$ cat config.mk
export PLATFORM = sky130hd
export DESIGN_NAME = satellite_view_table
export DESIGN_NICKNAME = d
export VERILOG_FILES = /design/src/hw/rtl/svt_pkg.sv /design/src/hw/rtl/svt_ctrl.sv /design/src/hw/rtl/svt_datapath.sv /design/src/hw/rtl/satellite_view_table.sv
export SDC_FILE = /design/constraint.sdc
export NUM_CORES = 2
export LEC_CHECK = 0
export ABC_AREA = 0
export BUFFER_PORTS_ARGS = -buffer_cell sky130_fd_sc_hd__buf_4
export CORE_MARGIN = 10
export CORE_UTILIZATION = 40
export CTS_CLUSTER_SIZE = 25
export DETAILED_ROUTE_END_ITERATION = 16
export PLACE_DENSITY = 0.56
export SLEW_MARGIN = 20
export SYNTH_ARGS = -nofsm -noshare
export SYNTH_HDL_FRONTEND = slang
export SYNTH_SLANG_ARGS = --single-unit
$ cat constraint.sdc
create_clock -name clk -period 7.7 [get_ports clk]
set_input_delay 0.77 -clock clk [delete_from_list [all_inputs] [get_ports clk]]
set_output_delay 0.77 -clock clk [all_outputs]
set_load 0.005 [all_outputs]
$ cat src/hw/rtl/svt_pkg.sv
// Shared types and constants for the satellite view table.
// Used by svt_ctrl, svt_datapath, satellite_view_table, svt_checker and tb_top; no dependencies.
package svt_pkg;

	localparam int unsigned TABLE_ENTRIES_DEF = 32;

	localparam logic [31:0] TIMEOUT_RESET = 32'd30000;

	localparam logic [7:0] PRN_MIN   = 8'd1;
	localparam logic [7:0] PRN_LIMIT = 8'd200;
	localparam logic [7:0] QZSS_MIN  = 8'd193;
	localparam logic [7:0] QZSS_MAX  = 8'd199;

	localparam logic [7:0] ELEV_MAX = 8'd90;
	localparam logic [8:0] AZ_LIMIT = 9'd360;

	localparam logic [2:0] KIND_MAX  = 3'd4;
	localparam logic [2:0] KIND_NONE = 3'd0;
	localparam logic [2:0] KIND_QZSS = 3'd5;

	localparam logic CMD_REPORT = 1'b0;
	localparam logic CMD_PURGE  = 1'b1;

	localparam logic [5:0] PURGED_SAT = 6'h3F;

	typedef enum logic [1:0] {
		ST_IDLE,
		ST_SCAN,
		ST_DONE
	} ctrl_state_t;

	// Commands from the controller to the datapath.
	typedef struct packed {
		logic start;  // latch the input word, clear the walk
		logic issue;  // read the next table entry
		logic eval;   // act on the entry read last cycle
		logic load;   // move the result into the output register
	} ctrl_cmd_t;

	// Status from the datapath to the controller.
	typedef struct packed {
		logic stop;      // walk finished this cycle
		logic out_free;  // output register can take a result
	} ctrl_stat_t;

	typedef struct packed {
		logic [7:0]  number;
		logic [6:0]  elevation;
		logic [8:0]  azimuth;
		logic [7:0]  snr;
		logic [2:0]  kind;
		logic [31:0] last_heard;
	} entry_t;

endpackage

$ cat src/hw/rtl/svt_ctrl.sv
// Controller for the satellite view table: idle, walk, result hand-off.
// Depends on svt_pkg.
module svt_ctrl (
	input  logic               clk,
	input  logic               arst_n,
	input  logic               in_valid,
	output logic               in_ready,
	input  svt_pkg::ctrl_stat_t stat,
	output svt_pkg::ctrl_cmd_t  cmd
);
	import svt_pkg::*;

	ctrl_state_t state_q;
	ctrl_state_t state_d;

	always_ff @(posedge clk or negedge arst_n) begin
		if (!arst_n) begin
			state_q <= ST_IDLE;
		end else begin
			state_q <= state_d;
		end
	end

	always_comb begin
		state_d = state_q;
		case (state_q)
			ST_IDLE: begin
				if (in_valid) begin
					state_d = ST_SCAN;
				end
			end
			ST_SCAN: begin
				if (stat.stop) begin
					state_d = ST_DONE;
				end
			end
			ST_DONE: begin
				if (stat.out_free) begin
					state_d = ST_IDLE;
				end
			end
			default: begin
				state_d = ST_IDLE;
			end
		endcase
	end

	always_comb begin
		in_ready  = 1'b0;
		cmd       = '0;
		case (state_q)
			ST_IDLE: begin
				in_ready  = 1'b1;
				cmd.start = in_valid;
			end
			ST_SCAN: begin
				cmd.issue = 1'b1;
				cmd.eval  = 1'b1;
			end
			ST_DONE: begin
				cmd.load = stat.out_free;
			end
			default: begin
				in_ready = 1'b0;
			end
		endcase
	end

endmodule

$ cat src/hw/rtl/svt_datapath.sv
// Datapath for the satellite view table: entry memory, walk pointer,
// match and stale checks, result and output registers. Depends on svt_pkg.
module svt_datapath #(
	parameter int unsigned TABLE_ENTRIES = svt_pkg::TABLE_ENTRIES_DEF
) (
	input  logic               clk,
	input  logic               arst_n,
	input  svt_pkg::ctrl_cmd_t  cmd,
	output svt_pkg::ctrl_stat_t stat,
	input  logic               cfg_we,
	input  logic [31:0]        cfg_wdata,
	input  logic               in_cmd,
	input  logic [7:0]         in_prn,
	input  logic signed [8:0]  in_elevation,
	input  logic signed [9:0]  in_azimuth,
	input  logic signed [8:0]  in_snr,
	input  logic [2:0]         in_constellation,
	input  logic [31:0]        in_now_ms,
	input  logic               out_ready,
	output logic               out_valid,
	output logic [4:0]         out_slot,
	output logic               out_written,
	output logic [5:0]         out_purged
);
	import svt_pkg::*;

	localparam int unsigned IDX_W = $clog2(TABLE_ENTRIES);
	localparam logic [IDX_W-1:0] IDX_LAST = IDX_W'(TABLE_ENTRIES - 1);

	logic [31:0] timeout_q;

	logic              cmd_q;
	logic [7:0]        prn_q;
	logic [8:0]        elev_q;
	logic [9:0]        az_q;
	logic [8:0]        snr_q;
	logic [2:0]        con_q;
	logic [31:0]       now_q;

	entry_t            mem_q [TABLE_ENTRIES];
	logic              init_q [TABLE_ENTRIES];

	logic [IDX_W-1:0]  rd_idx_q;
	logic              rd_done_q;

	entry_t            entry_s1;
	logic              init_s1;
	logic [IDX_W-1:0]  idx_s1;
	logic              act_s1;

	logic [IDX_W-1:0]  slot_q;
	logic              written_q;
	logic [5:0]        purged_q;

	logic              out_valid_q;
	logic [4:0]        out_slot_q;
	logic              out_written_q;
	logic [5:0]        out_purged_q;

	entry_t            base;
	entry_t            wr_entry;
	logic              occupied;
	logic              prn_ok;
	logic              is_qzss;
	logic [31:0]       age;
	logic              hit;
	logic              stale;
	logic              last_s1;
	logic              wr_en;
	logic [IDX_W+4:0]  slot_ext;

	always_ff @(posedge clk or negedge arst_n) begin
		if (!arst_n) begin
			timeout_q <= TIMEOUT_RESET;
		end else if (cfg_we) begin
			timeout_q <= cfg_wdata;
		end
	end

	always_ff @(posedge clk) begin
		if (cmd.start) begin
			cmd_q  <= in_cmd;
			prn_q  <= in_prn;
			elev_q <= in_elevation;
			az_q   <= in_azimuth;
			snr_q  <= in_snr;
			con_q  <= in_constellation;
			now_q  <= in_now_ms;
		end
	end

	// Entry evaluation; a never-written entry reads as all zero.
	always_comb begin
		base     = init_s1 ? entry_s1 : '0;
		occupied = init_s1 && (entry_s1.number != '0);
		prn_ok   = (prn_q >= PRN_MIN) && (prn_q < PRN_LIMIT);
		is_qzss  = (prn_q >= QZSS_MIN) && (prn_q <= QZSS_MAX);
		age      = now_q - base.last_heard;
		last_s1  = (idx_s1 == IDX_LAST);
		hit      = cmd.eval && act_s1 && (cmd_q == CMD_REPORT) && prn_ok
			&& (!occupied || (base.number == prn_q));
		stale    = cmd.eval && act_s1 && (cmd_q == CMD_PURGE) && occupied
			&& (age > timeout_q);
		wr_en    = hit || stale;

		wr_entry = base;
		if (stale) begin
			wr_entry.number = '0;
		end else begin
			wr_entry.number     = prn_q;
			wr_entry.last_heard = now_q;
			if (!elev_q[8] && (elev_q[7:0] <= ELEV_MAX)) begin
				wr_entry.elevation = elev_q[6:0];
			end
			if (!az_q[9] && (az_q[8:0] < AZ_LIMIT)) begin
				wr_entry.azimuth = az_q[8:0];
			end
			if (!snr_q[8]) begin
				wr_entry.snr = snr_q[7:0];
			end
			if (is_qzss) begin
				wr_entry.kind = KIND_QZSS;
			end else if (con_q <= KIND_MAX) begin
				wr_entry.kind = con_q;
			end else begin
				wr_entry.kind = KIND_NONE;
			end
		end
	end

	always_ff @(posedge clk) begin
		if (cmd.issue) begin
			entry_s1 <= mem_q[rd_idx_q];
		end
		if (wr_en) begin
			mem_q[idx_s1] <= wr_entry;
		end
	end

	always_ff @(posedge clk or negedge arst_n) begin
		if (!arst_n) begin
			for (int i = 0; i < TABLE_ENTRIES; i++) begin
				init_q[i] <= 1'b0;
			end
		end else if (wr_en) begin
			init_q[idx_s1] <= 1'b1;
		end
	end

	// Walk pointer and read stage.
	always_ff @(posedge clk or negedge arst_n) begin
		if (!arst_n) begin
			rd_idx_q  <= '0;
			rd_done_q <= 1'b0;
			act_s1    <= 1'b0;
			idx_s1    <= '0;
			init_s1   <= 1'b0;
		end else if (cmd.start) begin
			rd_idx_q  <= '0;
			rd_done_q <= 1'b0;
			act_s1    <= 1'b0;
		end else begin
			act_s1 <= cmd.issue && !rd_done_q;
			if (cmd.issue) begin
				idx_s1  <= rd_idx_q;
				init_s1 <= init_q[rd_idx_q];
			end
			if (cmd.issue && !rd_done_q) begin
				if (rd_idx_q == IDX_LAST) begin
					rd_done_q <= 1'b1;
				end else begin
					rd_idx_q <= rd_idx_q + 1'b1;
				end
			end
		end
	end

	always_ff @(posedge clk or negedge arst_n) begin
		if (!arst_n) begin
			slot_q    <= '0;
			written_q <= 1'b0;
			purged_q  <= '0;
		end else if (cmd.start) begin
			slot_q    <= '0;
			written_q <= 1'b0;
			purged_q  <= '0;
		end else begin
			if (hit) begin
				slot_q    <= idx_s1;
				written_q <= 1'b1;
			end
			if (stale && (purged_q != PURGED_SAT)) begin
				purged_q <= purged_q + 1'b1;
			end
		end
	end

	assign slot_ext = (IDX_W + 5)'(slot_q);

	always_ff @(posedge clk or negedge arst_n) begin
		if (!arst_n) begin
			out_valid_q <= 1'b0;
		end else if (cmd.load) begin
			out_valid_q <= 1'b1;
		end else if (out_ready) begin
			out_valid_q <= 1'b0;
		end
	end

	always_ff @(posedge clk) begin
		if (cmd.load) begin
			out_slot_q    <= slot_ext[4:0];
			out_written_q <= written_q;
			out_purged_q  <= purged_q;
		end
	end

	assign stat.stop     = cmd.eval && act_s1 && (hit || last_s1);
	assign stat.out_free = !out_valid_q || out_ready;

	assign out_valid   = out_valid_q;
	assign out_slot    = out_slot_q;
	assign out_written = out_written_q;
	assign out_purged  = out_purged_q;

endmodule

$ cat src/hw/rtl/satellite_view_table.sv
// Satellite view table, top level: joins the controller and the datapath.
// Depends on svt_pkg, svt_ctrl and svt_datapath.
//
// Keeps up to TABLE_ENTRIES satellites in view. Each input word is either a
// satellite report (cmd 0) or a purge (cmd 1), and each gives exactly one
// result word. A report with PRN 1 to 199 lands in the first entry that holds
// that PRN or is empty; with no such entry, or with any other PRN, nothing is
// stored and the result reads slot 0, written 0. Elevation 0..90, azimuth
// 0..359 and a non-negative SNR replace the stored values; absent or
// out-of-range values keep the old ones. PRN 193..199 is stored as kind QZSS
// (5), constellation codes 5..7 as unknown (0). A purge empties every occupied
// entry whose age (now_ms minus last heard, modulo 2^32) is strictly above
// stale_timeout_ms and reports how many it emptied, saturating at 63.
// stale_timeout_ms resets to 30000 and is written through cfg_we/cfg_wdata;
// the user must write it only while the block is idle: the block does not
// enforce this. Timing: one item at a time; the controller walks the entry
// memory through its single read port, one entry per cycle with the read
// data registered. A walk visits the entries up to the matching one for a
// stored report and all TABLE_ENTRIES for a purge or a dropped report; the
// result then waits until the output register is free. The next word is
// taken as soon as the result is in the output register, even if it is not
// yet consumed.
// The table is empty right after reset; no clearing pass is run.
module satellite_view_table #(
	parameter int unsigned TABLE_ENTRIES = svt_pkg::TABLE_ENTRIES_DEF
) (
	input  logic              clk,
	input  logic              arst_n,
	input  logic              cfg_we,
	input  logic [31:0]       cfg_wdata,
	input  logic              in_valid,
	output logic              in_ready,
	input  logic              cmd,
	input  logic [7:0]        prn,
	input  logic signed [8:0] elevation,
	input  logic signed [9:0] azimuth,
	input  logic signed [8:0] snr,
	input  logic [2:0]        constellation,
	input  logic [31:0]       now_ms,
	output logic              out_valid,
	input  logic              out_ready,
	output logic [4:0]        slot,
	output logic              written,
	output logic [5:0]        purged
);
	import svt_pkg::*;

	ctrl_cmd_t  ctrl_cmd;
	ctrl_stat_t ctrl_stat;

	// Controller: idle, walk the table, hand the result to the output word.
	svt_ctrl u_ctrl (
		.clk      (clk),
		.arst_n   (arst_n),
		.in_valid (in_valid),
		.in_ready (in_ready),
		.stat     (ctrl_stat),
		.cmd      (ctrl_cmd)
	);

	// Datapath: entry memory, match and age checks, output register.
	svt_datapath #(
		.TABLE_ENTRIES (TABLE_ENTRIES)
	) u_datapath (
		.clk              (clk),
		.arst_n           (arst_n),
		.cmd              (ctrl_cmd),
		.stat             (ctrl_stat),
		.cfg_we           (cfg_we),
		.cfg_wdata        (cfg_wdata),
		.in_cmd           (cmd),
		.in_prn           (prn),
		.in_elevation     (elevation),
		.in_azimuth       (azimuth),
		.in_snr           (snr),
		.in_constellation (constellation),
		.in_now_ms        (now_ms),
		.out_ready        (out_ready),
		.out_valid        (out_valid),
		.out_slot         (slot),
		.out_written      (written),
		.out_purged       (purged)
	);

	// Hold off new words for the cycle after an acceptance: the walk has begun.
	a_busy_after_accept: assert property (@(posedge clk) disable iff (!arst_n)
		in_valid && in_ready |=> !in_ready)
		else $error("input accepted while a walk was starting");

	// A result never reports both a stored report and purged entries.
	a_result_exclusive: assert property (@(posedge clk) disable iff (!arst_n)
		out_valid |-> !(written && (purged != 6'd0)))
		else $error("result mixes report and purge");

	// A new result word is loaded only as the controller returns to idle.
	a_load_to_idle: assert property (@(posedge clk) disable iff (!arst_n)
		$rose(out_valid) |-> in_ready)
		else $error("result loaded while controller busy");

	// A result with nothing stored (a dropped report or a purge) keeps slot at zero.
	a_drop_slot_zero: assert property (@(posedge clk) disable iff (!arst_n)
		out_valid && !written |-> (slot == 5'd0))
		else $error("nonzero slot on a word with nothing stored");

endmodule

Word level (Yosys, flattened, before mapping)
Memory sizes are Yosys's and may differ from the RTL's. A register that Yosys moved wholly into a read port is not among the register bits.
Index checks and enable logic that the tools add are counted.

cells by class
  $add $sub $neg = 3
  divide/modulo/power cells = 0
  magnitude comparators = 11
  mux-type cells = 38
  $mul = 0
  shift-type cells = 0
  reductions and logical operators = 36
  bitwise operators = 5
  equal/unequal tests = 10

operator list
  kind                                                                number
  two-way mux 67 bit                                                  1
  two-way mux 59 bit                                                  1
  > comparator 32 bit                                                 1
  OR 32 bit                                                           1
  subtractor 32 bit                                                   1
  two-way mux 5 bit                                                   5
  logical AND 1 bit                                                   16
  two-way mux 1 bit                                                   16
  two-way mux 8 bit                                                   2
  greater-or-equal comparator 6 bit (second input constant)           2
  two-way mux 6 bit                                                   2
  inverter 5 -> 6 bit                                                 2
  == test 5 bit (second input constant)                               2
  nonzero test 2 bit                                                  5
  < comparator 9 bit (second input constant)                          1
  two-way mux 9 bit                                                   1
  == test 8 bit                                                       1
  greater-or-equal comparator 8 x 1 -> 1 bit (second input constant)  1
  greater-or-equal comparator 8 bit (second input constant)           1
  less-or-equal comparator 8 x 7 -> 1 bit (second input constant)     1
  less-or-equal comparator 8 bit (second input constant)              1
  < comparator 8 bit (second input constant)                          1
  two-way mux 2 bit                                                   4
  nonzero test 8 bit                                                  1
  20 further kinds                                                    33

storage, ports and cells
  ROM bits = 0
  RAM bits = 2144
  memories kept = 1
  bits in registers = 176
  logic and storage cells = 157
  bits in latches = 0
  input port bits = 109
  output and inout bits = 14

memories
  memory            depth  bits a word  rd ports  clocked after memory_dff  write ports  RTL line            RTL
  u_datapath.mem_q  32     67           1         1                         1            svt_datapath.sv:40  entry_t mem_q [TABLE_ENTRIES];

Logic depth before layout (Yosys ltp)
  word-level depth = 10
  mapped depth = 25
  depth with buffers taken out = 23

Modules after synthesis
From an unflattened synthesis, not the netlist that was laid out.

second synthesis, totals
  cell total of the unflattened synthesis = 2724
  area, all modules = 58220.8 µm²

by module, submodules not included
  module        sequential area each (µm²)  instances  cells each  area each (µm²)
  svt_datapath  43490.5                     1          2711        58104.5
  svt_ctrl      50.0                        1          13          116.4

Least setup slack after synthesis
Ideal clock, no wire load.

  path kind = register -> register
  start = register u_datapath.init_s1
  end = memory u_datapath.mem_q[29][0] (netlist bit) (enable)
  arrival time = 6244 ps
  setup slack = 1018 ps
  cell stages (with the launch flop) = 23
  data required time = 7262 ps
  clock period less this slack = 6682 ps
  path buffers = 3
  cell sequence = dfrtp_1 -> buf_2 -> buf_1 -> nand2_1 -> ha_1 -> a21o_1 -> a211o_1 -> o21ai_2 -> a21oi_1 -> o21bai_1 -> a21oi_1 -> and3_1 -> a311oi_2 -> xnor2_1 -> ha_1 -> nand4_1 -> or3_1 -> a311oi_1 -> o211ai_2 -> nand2_1 -> nand3_1 -> buf_2 -> nor2_1

on the way
  cells in the longest elaborated chain, start to end = 7
  elaborated cells between the ends (all ways) = 13

RTL lines
  item                                                     RTL line                                  RTL
  start: declaration                                       svt_datapath.sv:47                        logic init_s1;
  start signal: assignment                                 svt_datapath.sv:166                       init_s1 <= init_q[rd_idx_q];
  two-way mux 67 bit or logical AND 1 bit (tied branches)  svt_datapath.sv:94, svt_datapath.sv:95
  subtractor 32 bit (tied with other cells)                svt_datapath.sv:98                        age = now_q - base.last_heard;
  > comparator 32 bit or logical OR 1 bit (tied branches)  svt_datapath.sv:103, svt_datapath.sv:101
  logical AND 1 bit, on equally long branches              svt_datapath.sv:103, svt_datapath.sv:101
  logical OR 1 bit *                                       svt_datapath.sv:104                       wr_en = hit || stale;
  two-way mux 1 bit *                                      svt_datapath.sv:135                       if (wr_en) begin
  two-way mux 1 bit (not written as such) *                svt_datapath.sv:136                       mem_q[idx_s1] <= wr_entry;
  end: declaration                                         svt_datapath.sv:40

Mark *: on every way between the ends. The rest lies on a longest branch, timed or not.

==> results by group <==
Run status
  • Outcome: complete, no violations

Layout
  • Fin cells: 5,012
  • Area growth syn-to-layout: 16.1%
  • Design area: 67,400 µm²
  • Most common cell after layout, fill and taps aside: edfxtp_1
  • Commonest cells after routing, fill and taps aside: edfxtp_1 (1,373), mux4_2 (410), clkbuf_16 (157)
  • Share of cells above drive strength 1: 30.4%
  • Final Util: 46.9%
  • Final net count: 3,160

STA
  • Pins Over Slew Limit: 0
  • RSZ-0062 raised after global routing: false
  • Post-route setup slack: 0.695 ns
  • Rel. slew slack: 28.2%
  • Final Skew: 0.0231 ns
  • Fmax: 143 MHz
  • Min Hold Slack: 0.158 ns
  • Final worst path period share: 91.0%
  • Worst-margin pin slew: 1.08 ns
  • Final Critical Period: 7.00 ns
  • Final hold violations: 0
  • Setup TNS: 0 ns
  • Setup violations, final: 0

Logic synthesis
  • Cell Area, Synth: 58,000 µm²
  • Post-synth EDFFs: 1,373
  • Flop and latch count out of synthesis: 1,465
  • Post-synth ARST share: 6.28%
  • Post-Synth XOR/XNOR Area: 0.573%
  • Cells after Synth: 2,733
  • Yosys warning total: 0
  • Sequential share of the synthesized area: 75.0%
  • Top post-synthesis cells by area: edfxtp_1 (71%), mux4_2 (16%), dfrtp_1 (3.7%)
  • Synth Area in Compound Gates: 2.55%
  • Mapped Avg Cell Area: 21.2 µm²
  • Top cell type's share of synthesized area: 71.0%
  • Largest family of logic cells by synthesized area: multiplexers
  • Post-synth cell types: 54
  • Post-synth top area cell: edfxtp_1
  • Dominant synthesized flop cell: edfxtp_1
  • Mapped Nets: 2,910
  • Adder-Cell Fraction of Synth Area: 1.48%
  • Post-Synth Simple-Gate Area: 2.29%
  • Multiplexer share of the synthesized area: 16.8%

Setup path
  • Crit path DAT: 7.44 ns
  • CP top delay family: compound AO/OA/AOI/OAI gates
  • Req. time, crit path: 8.13 ns
  • Largest stage delay, worst path: 0.88 ns
  • Crit end category: register
  • Worst-path fanout max: 50
  • CP bufs+invs: 2
  • Worst r2r src: u_datapath.init_s1$_DFFE_PN0P_
  • Type of the worst setup path: register to register
  • Reg2reg path depth: 21
  • Reg2reg setup slack: 0.70 ns
  • Worst r2r dst: u_datapath.mem_q[27][60]$_DFFE_PP_
  • Slowest cell on the critical path: and2_1
  • Critical Path Start Type: register
  • Crit-path cells: and2_1 > ha_1 > inv_1 > fa_1 > a21o_1 > nand4_1 > nand2_1 > a21oi_2 > o311ai_1 > a31oi_2 > nor2b_1 > a311oi_2 > xnor2_1 > ha_1 > nand4_1 > or3_1 > o21ai_0 > o21bai_1 > o211ai_4 > buf_12 > and2_1

Drt
  • Final antenna-violating net count: 0
  • Via density per instance: 5.67
  • Number of DRC markers in iteration 0: 2,804
  • DRT Pass-1 Iters: 7
  • WL final: 146,000 µm
  • Drt wl/cell: 29.1 µm
  • Remaining DRCs: 0
  • DR vias: 28,420

Job
  • Max Cap Violations: 0

Hold path
  • Hold path cells: 1
  • Min-Delay Endpoint: u_datapath.now_q[11]$_DFFE_PP_
  • Min-delay worst type: input pin to register
  • HP Start: now_ms[11]

Clocking
  • Worst-case clock buffer depth: 3
  • CTS tree: yes
  • H-tree depth: 4
  • Reg clk slew, reported paths: 0.06 ns
  • Worst skew pair latency: 0.79 ns
  • Total CTS buffers: 153
  • Clk Tree Root Cell: clkbuf_16
  • TritonCTS Sinks: 1,465
  • Post-CTS Setup Repair Bufs: 0
  • Post-cts sizing count: 0

Power
  • Post-layout power: 24.4 mW
  • Combinational group share of total power: 29.0%
  • Internal power: 17.1 mW
  • Power Density: 362 nW/µm²
  • Sw Ratio: 29.9%
  • Sequential Power Share: 42.1%
  • Lkg Pwr: 21.7 nW
  • P_sw: 7.29 mW
  • Peak VDD IR: 0.000272 V
  • Clock power share: 28.8%

Placed design
  • Final Wtd Congestion: 0.777
  • Inst Count DP: 4,729
  • IO Port Bufs: 91
  • Dpl hpwl: 83,600 µm
  • DP Worst Slack: 0.742 ns
  • DP Area: 62,600 µm²

Floorplanning
  • Core area: 144,000 µm²
  • Die height: 401 µm
  • Row count: 139
  • Die width: 401 µm
  • Top Ports: 123
  • Die ar.: 161,000 µm²
  • Starting Density: 40.4%

Global routing
  • Vias in the first global route: 29,356
  • First-pass GRT wire length: 210,000 µm
  • Largest net degree at the start of global routing: 114
  • Overall Global Routing Usage: 17.9%
  • Initial antenna violation count: 1
  • Global route overflow: 0
-- worst max-delay path by stage --
stage / to / slack, ns / start / cells past startpoint
after floorplan: u_datapath.mem_q[29][0]$_DFFE_PP_ / 1.02 / u_datapath.init_s1$_DFFE_PN0P_ / 22
after CTS: u_datapath.mem_q[2][65]$_DFFE_PP_ / 0.68 / u_datapath.init_s1$_DFFE_PN0P_ / 21
final: u_datapath.mem_q[27][60]$_DFFE_PP_ / 0.70 / u_datapath.init_s1$_DFFE_PN0P_ / 21
after detailed placement: u_datapath.mem_q[12][65]$_DFFE_PP_ / 0.74 / u_datapath.init_s1$_DFFE_PN0P_ / 21
after global routing: u_datapath.mem_q[8][60]$_DFFE_PP_ / 0.31 / u_datapath.init_s1$_DFFE_PN0P_ / 21
after global placement: u_datapath.mem_q[25][11]$_DFFE_PP_ / 0.80 / u_datapath.init_s1$_DFFE_PN0P_ / 24
-- power by group through the flow --
stage / registers (mW) / clock network [mW] / logic (mW)
finish: 10.3 / 7.05 / 7.09
global route: 10.3 / 7.51 / 7.66
CTS: 10.3 / 7.19 / 7.19
detailed placement: 10.5 / 0 / 7.15
global placement: 10.4 / 0 / 7.02
floorplan: 10.1 / 0 / 5.12
-- synthesized netlist by cell type (9+ instances only) --
| cell | count |
|---|---|
| o21ai_0 | 96 |
| inv_1 | 43 |
| clkbuf_1 | 64 |
| xnor2_1 | 26 |
| nand3b_1 | 9 |
| dfrtp_1 | 85 |
| buf_1 | 23 |
| nand4_1 | 15 |
| nor2_1 | 66 |
| nand2b_1 | 12 |
| a21oi_1 | 34 |
| edfxtp_1 | 1373 |
| xor2_1 | 12 |
| o21bai_1 | 34 |
| nand3_1 | 24 |
| buf_2 | 31 |
| a21o_1 | 27 |
| mux4_2 | 410 |
| mux2_2 | 42 |
| nand2_1 | 133 |
| ha_1 | 67 |
| and2_1 | 11 |
-- layout make-up --
cell class	instances	area (µm²)
Fill cell	11738	76400
Sequential cell	1465	43600
Multi-Input combinational cell	1095	14000
Clock buffer	194	4070
Timing Repair Buffer	224	2520
Tap cell	1903	2380
Clock inverter	84	692
Inverter	44	165
Antenna cell	3	7.51
-- worst reg2reg max path, delay by kind of cell, from the launching register on --
family,cells,cell delay [ns]
adder cells (fa/ha/maj),3,1.02
buffers and inverters,2,0.45
AO/OA/AOI/OAI,8,2.45
AND/OR/NAND/NOR,7,1.94
flip-flops,1,0.60
XOR/XNOR,1,0.17
-- per-layer routing --
metal	vias to the layer above	share of wire, %	GRT usage (%)	routed length (µm)
li1	11832	-	-	-
met1	15388	42	24.8	61700
met2	1018	49	29.2	71500
met3	182	6.9	3.65	10100
met4	0	1.7	4.24	2520
met5	-	0	0	0
-- sequential cells by signal (all words and copies together), names as in the netlist, 2 cells and up --
name / count
u_datapath.init_q: 32
u_datapath.timeout_q: 32
u_datapath.entry_s1: 40
u_datapath.prn_q: 8
u_datapath.slot_q: 5
u_datapath.purged_q: 6
u_datapath.out_slot: 5
u_datapath.now_q: 32
u_datapath.rd_idx_q: 5
u_ctrl.state_q: 2
u_datapath.mem_q: 1280
u_datapath.out_purged: 6
u_datapath.idx_s1: 5
-- logic make-up after synthesis --
kind of cell | after synthesis
flip-flops | 1465
multiplexers | 457
AND/OR/NAND/NOR | 295
AO/OA/AOI/OAI | 237
buffers and inverters | 173
adder cells (fa/ha/maj) | 68
XOR/XNOR | 38
-- timing repair --
| item | in CTS | in global routing |
|---|---|---|
| setup endpoints to repair | 0 | 0 |
| hold endpoints to repair | 51 | 0 |
| hold buffers | 1 | 0 |
No activity file was read; power rests on OpenSTA's default activity.
